### config.mk
export PLATFORM = sky130hd
export DESIGN_NAME = lhp_front
export DESIGN_NICKNAME = d
export VERILOG_FILES = /design/src/sv/lhp_pkg.sv /design/src/sv/lhp_front.sv
export SDC_FILE = /design/constraint.sdc
export NUM_CORES = 1
export LEC_CHECK = 0
export BUFFER_PORTS_ARGS = -buffer_cell sky130_fd_sc_hd__buf_2
export CORE_ASPECT_RATIO = 1.75
export CORE_UTILIZATION = 36
export CTS_BUF_LIST = sky130_fd_sc_hd__clkbuf_8
export DETAILED_ROUTE_END_ITERATION = 16
export PLACE_DENSITY = 0.57
export SKIP_LAST_GASP = 1
export SYNTH_ARGS = -nofsm -noshare
export SYNTH_HDL_FRONTEND = slang
export SYNTH_SLANG_ARGS = --single-unit
### constraint.sdc
create_clock -name i_clk -period 5.8 [get_ports i_clk]
set_input_delay 0.29 -clock i_clk [delete_from_list [all_inputs] [get_ports i_clk]]
set_output_delay 0.29 -clock i_clk [all_outputs]
set_load 0.005 [all_outputs]
### src/sv/lhp_pkg.sv
// Shared types and constants of the latency histogram block.
`default_nettype none
package lhp_pkg;

    typedef enum logic [1:0] {
        CMD_RECORD = 2'd0,
        CMD_QUERY  = 2'd1,
        CMD_CLEAR  = 2'd2,
        CMD_NONE   = 2'd3
    } t_cmd;

    typedef enum logic [3:0] {
        S_CLEAR,
        S_IDLE,
        S_DIV,
        S_BKT,
        S_RD,
        S_WR,
        S_WRD,
        S_WACC,
        S_WCMP,
        S_FIN,
        S_RESP
    } t_state;

    // One classified item as it waits in the queue
    typedef struct packed {
        t_cmd        cmd;
        logic [2:0]  metric;
        logic        metric_ok;
        logic [31:0] value;
        logic [6:0]  pct;
    } t_item;

    localparam logic [6:0] PCT_MAX   = 7'd100;
    localparam int         QUEUE_LEN = 2;

endpackage
`default_nettype wire

### src/sv/lhp_front.sv
// Front part: classify incoming transfers and hold them in a short queue.
`default_nettype none
module lhp_front #(
    parameter int METRICS = 6
) (
    input  wire logic          i_clk,
    input  wire logic          i_rst_n,
    input  wire logic          i_valid,
    output logic               o_ready,
    input  wire logic [1:0]    i_cmd,
    input  wire logic [2:0]    i_metric,
    input  wire logic [39:0]   i_value_us,
    input  wire logic [6:0]    i_percent,
    output lhp_pkg::t_item     o_head,
    output logic               o_head_valid,
    input  wire logic          i_pop
);
    import lhp_pkg::*;

    t_item       r_q [QUEUE_LEN];
    logic        r_wp, r_rp;
    logic [1:0]  r_cnt;
    t_item       item;
    logic        keep;
    logic        push;

    always_comb begin
        item.cmd       = t_cmd'(i_cmd);
        item.metric    = i_metric;
        item.metric_ok = ({1'b0, i_metric} < 4'(METRICS));
        item.value     = (|i_value_us[39:32]) ? 32'hFFFF_FFFF : i_value_us[31:0];
        item.pct       = (i_percent > PCT_MAX) ? PCT_MAX : i_percent;
        // drop records to absent metrics and the unused code
        keep = (item.cmd == CMD_RECORD && item.metric_ok) ||
               item.cmd == CMD_QUERY || item.cmd == CMD_CLEAR;
    end

    assign o_ready      = (r_cnt != 2'(QUEUE_LEN));
    assign push         = i_valid && o_ready && keep;
    assign o_head       = r_q[r_rp];
    assign o_head_valid = (r_cnt != 2'd0);

    always_ff @(posedge i_clk) begin
        if (!i_rst_n) begin
            r_wp  <= 1'b0;
            r_rp  <= 1'b0;
            r_cnt <= 2'd0;
        end else begin
            if (push) begin
                r_q[r_wp] <= item;
                r_wp      <= ~r_wp;
            end
            if (i_pop) r_rp <= ~r_rp;
            r_cnt <= r_cnt + 2'(push) - 2'(i_pop);
        end
    end
endmodule
`default_nettype wire

==> results.ini <==
[synthesis]
synth_top_family_by_area=multiplexers
synthMuxAreaShare=0.136
ys_ff_latch=95
synthXorXnorAreaFrac=0.00463
ys_warn_count=0
synthSimpleGateAreaFrac=0.0875
synth_compound_area_frac=0.00429
synth.distinct_cells=23
synth-seq-area-share=0.740
synth-adder-area-share=0.00661
synth_top_cell_by_area=edfxtp_1
synth_fp_nets=275
synth_area_leaders=edfxtp_1 71%, mux2_2 13%, or2_1 5.0%, dfxtp_1 2.6%, and2_1 0.99%
yosys.area.top_type_share=0.714
syn_area_sq_um=3790
synthCells=217
avgSynthCellArea_sq_um=17.5

[floorplanning]
io_pins=103
start_util=0.370
fp-row-count=49
die_area_sq_um=11000
die_y_microns=138
core_area_sq_um=10200
dieWidth_microns=79.5

[route]
num_vias=2115
viasPerCell=4.66
route.detailed.drc=0
firstDrtPassIters=4
drt_iter0_drc=86
routedWlPerCell_microns=15.2
drtAntennaViolNets=0
routed_wl_microns=6900

[pwr]
irDropWorstVdd_mv=0.167
leakage_nw=1.66
p_per_area_nw_per_um2=289

[finish]
stdcell_count=454
antenna_cells=0
ff_latch_area_sq_um=2800
final_common_cell=buf_2
syn2layout_area_growth_pct=21.5
final_cell_mix=102 x buf_2, 90 x edfxtp_1, 45 x mux2_2
final_nets=380
drive_above_1_share=0.514
n_fill_cell=972
multi_input_area_sq_um=920

[min_path]
hold_path.class=input port to flop

[clocking]
max-clock-path-buffers=2
clk_latency_ns=0.35
cts_tree=done
cts_htree_levels=3
cts.repair.resized=0
numCtsBuffers=9
clk_pin_slew_ns=0.08
root_buffer=clkbuf_8
postCtsSetupRepairBufs=0
numClockSinks=95
cts_hold_buf=0

[critical_path]
slowest_delay_ns=1.08
crit_path_end_kind=primary output
cp_slowest_cell=dfxtp_2
cp_data_required_time_ns=5.51
worstPathArrival_ns=2.03
cpLargestDelayFamily=flip-flops
crit_chain=mux2_2 > buf_2
path_buf_inv=1
crit_fanout=45
crit_path_start_kind=flop
path_class=flop to primary output

[global_routing]
met1_usage=0.129
track_usage=0.131
grt_max_degree=46
grt_pass1_vias=2072
busiest_layer=met2
grt_overflow_total=0
met3_usage=0.0252
grtUsageMet2=0.242
grt_pass1_wl_microns=10100
antenna_found_initial=0

[placed_design]
port_buffers=102
hpwl_microns=4450
dp_cells=438
routabilityCongestion=0.697
dp_slack_ns=3.62

[timing]
fin_crit_sh=0.400
fin_setup_tns_ns=0
worst_pin_slew_ns=1.12
timing_hold_violations_final=0
fin_crit_ns=2.32
slew_headroom=0.251
setup_viol=0
timing.fmax_mhz=431
layout_setup_ws_ns=3.48
holdWs_ns=0.123
rsz0062_at_grt=no
slew_violations=0
clock_skew_ns=0.00693

[outcome]
status=completed

[job]
cap_violations=0

-- cell usage after synthesis --
| master | instances |
|---|---|
| nand2_1 | 6 |
| xor2_1 | 1 |
| ha_1 | 2 |
| or2_2 | 3 |
| dfxtp_1 | 5 |
| buf_6 | 3 |
| nand2b_1 | 1 |
| edfxtp_1 | 90 |
| nor4_1 | 2 |
| o21bai_1 | 1 |
| or2_1 | 30 |
| inv_1 | 3 |
| buf_2 | 5 |
| mux2_2 | 45 |
| clkbuf_1 | 2 |
| nand4_1 | 1 |
| mux2i_1 | 1 |
| xnor2_1 | 1 |
| nand4bb_1 | 1 |
| o311ai_0 | 1 |
| nor3_1 | 2 |
| nor2_1 | 5 |
| and2_1 | 6 |
-- sequential cells by signal (all words and copies together) (netlist names), named ones only --
register,cells
r_q,90
r_rp,1
r_cnt,2
r_wp,1
-- final cells by class --
cell class / instances / area share
sequential: 95 / 0.609
multi-input combinational: 109 / 0.200
timing repair buffer: 104 / 0.114
clock buffer: 12 / 0.0359
tap: 127 / 0.0345
clock inverter: 4 / 0.00354
inverter: 3 / 0.00245
-- report_power, final --
part	switching, W	internal [W]
clock	0.000210	0.000186
combinational	0.0000595	0.0000778
sequential	0.0000197	0.000777
total	0.000289	0.00104
-- cell families (layout without fill, tap and decap cells) --
family                   after synthesis  count (layout)
adder cells (fa/ha/maj)                2               2
AND/OR/NAND/NOR                       57              57
XOR/XNOR                               2               2
flip-flops                            95              95
buffers and inverters                 13             123
multiplexers                          46              46
AO/OA/AOI/OAI                          2               2
-- worst paths after layout --
path	from	end	slack, ns	cells past startpoint
worst min register to register	r_wp$_SDFFE_PN0P_	r_wp$_SDFFE_PN0P_	0.47	2
worst max register to register	r_cnt[0]$_SDFF_PN0_	r_q[0][15]$_DFFE_PP_	3.80	4
worst min-delay path	i_metric[0]	r_q[1][40]$_DFFE_PP_	0.12	1
worst max-delay path	flop	o_head[15]	3.48	2
-- metal layers --
layer  up-vias  share of wire
met3        11          0.042
met4         0          0.028
met2        62           0.58
met5         -              0
met1      1037           0.35
li1       1005              -
-- metrics by stage --
stage               total power (W)  instance area, sq um  utilization
CTS                         0.00135                  4600        0.449
global route                0.00139                  4600        0.449
floorplan                  0.000885                  3790            -
finish                      0.00133                  4600        0.449
detailed placement         0.000956                  4420        0.432
global placement           0.000954                  4420        0.432
Power figures use the tool's default switching activity.
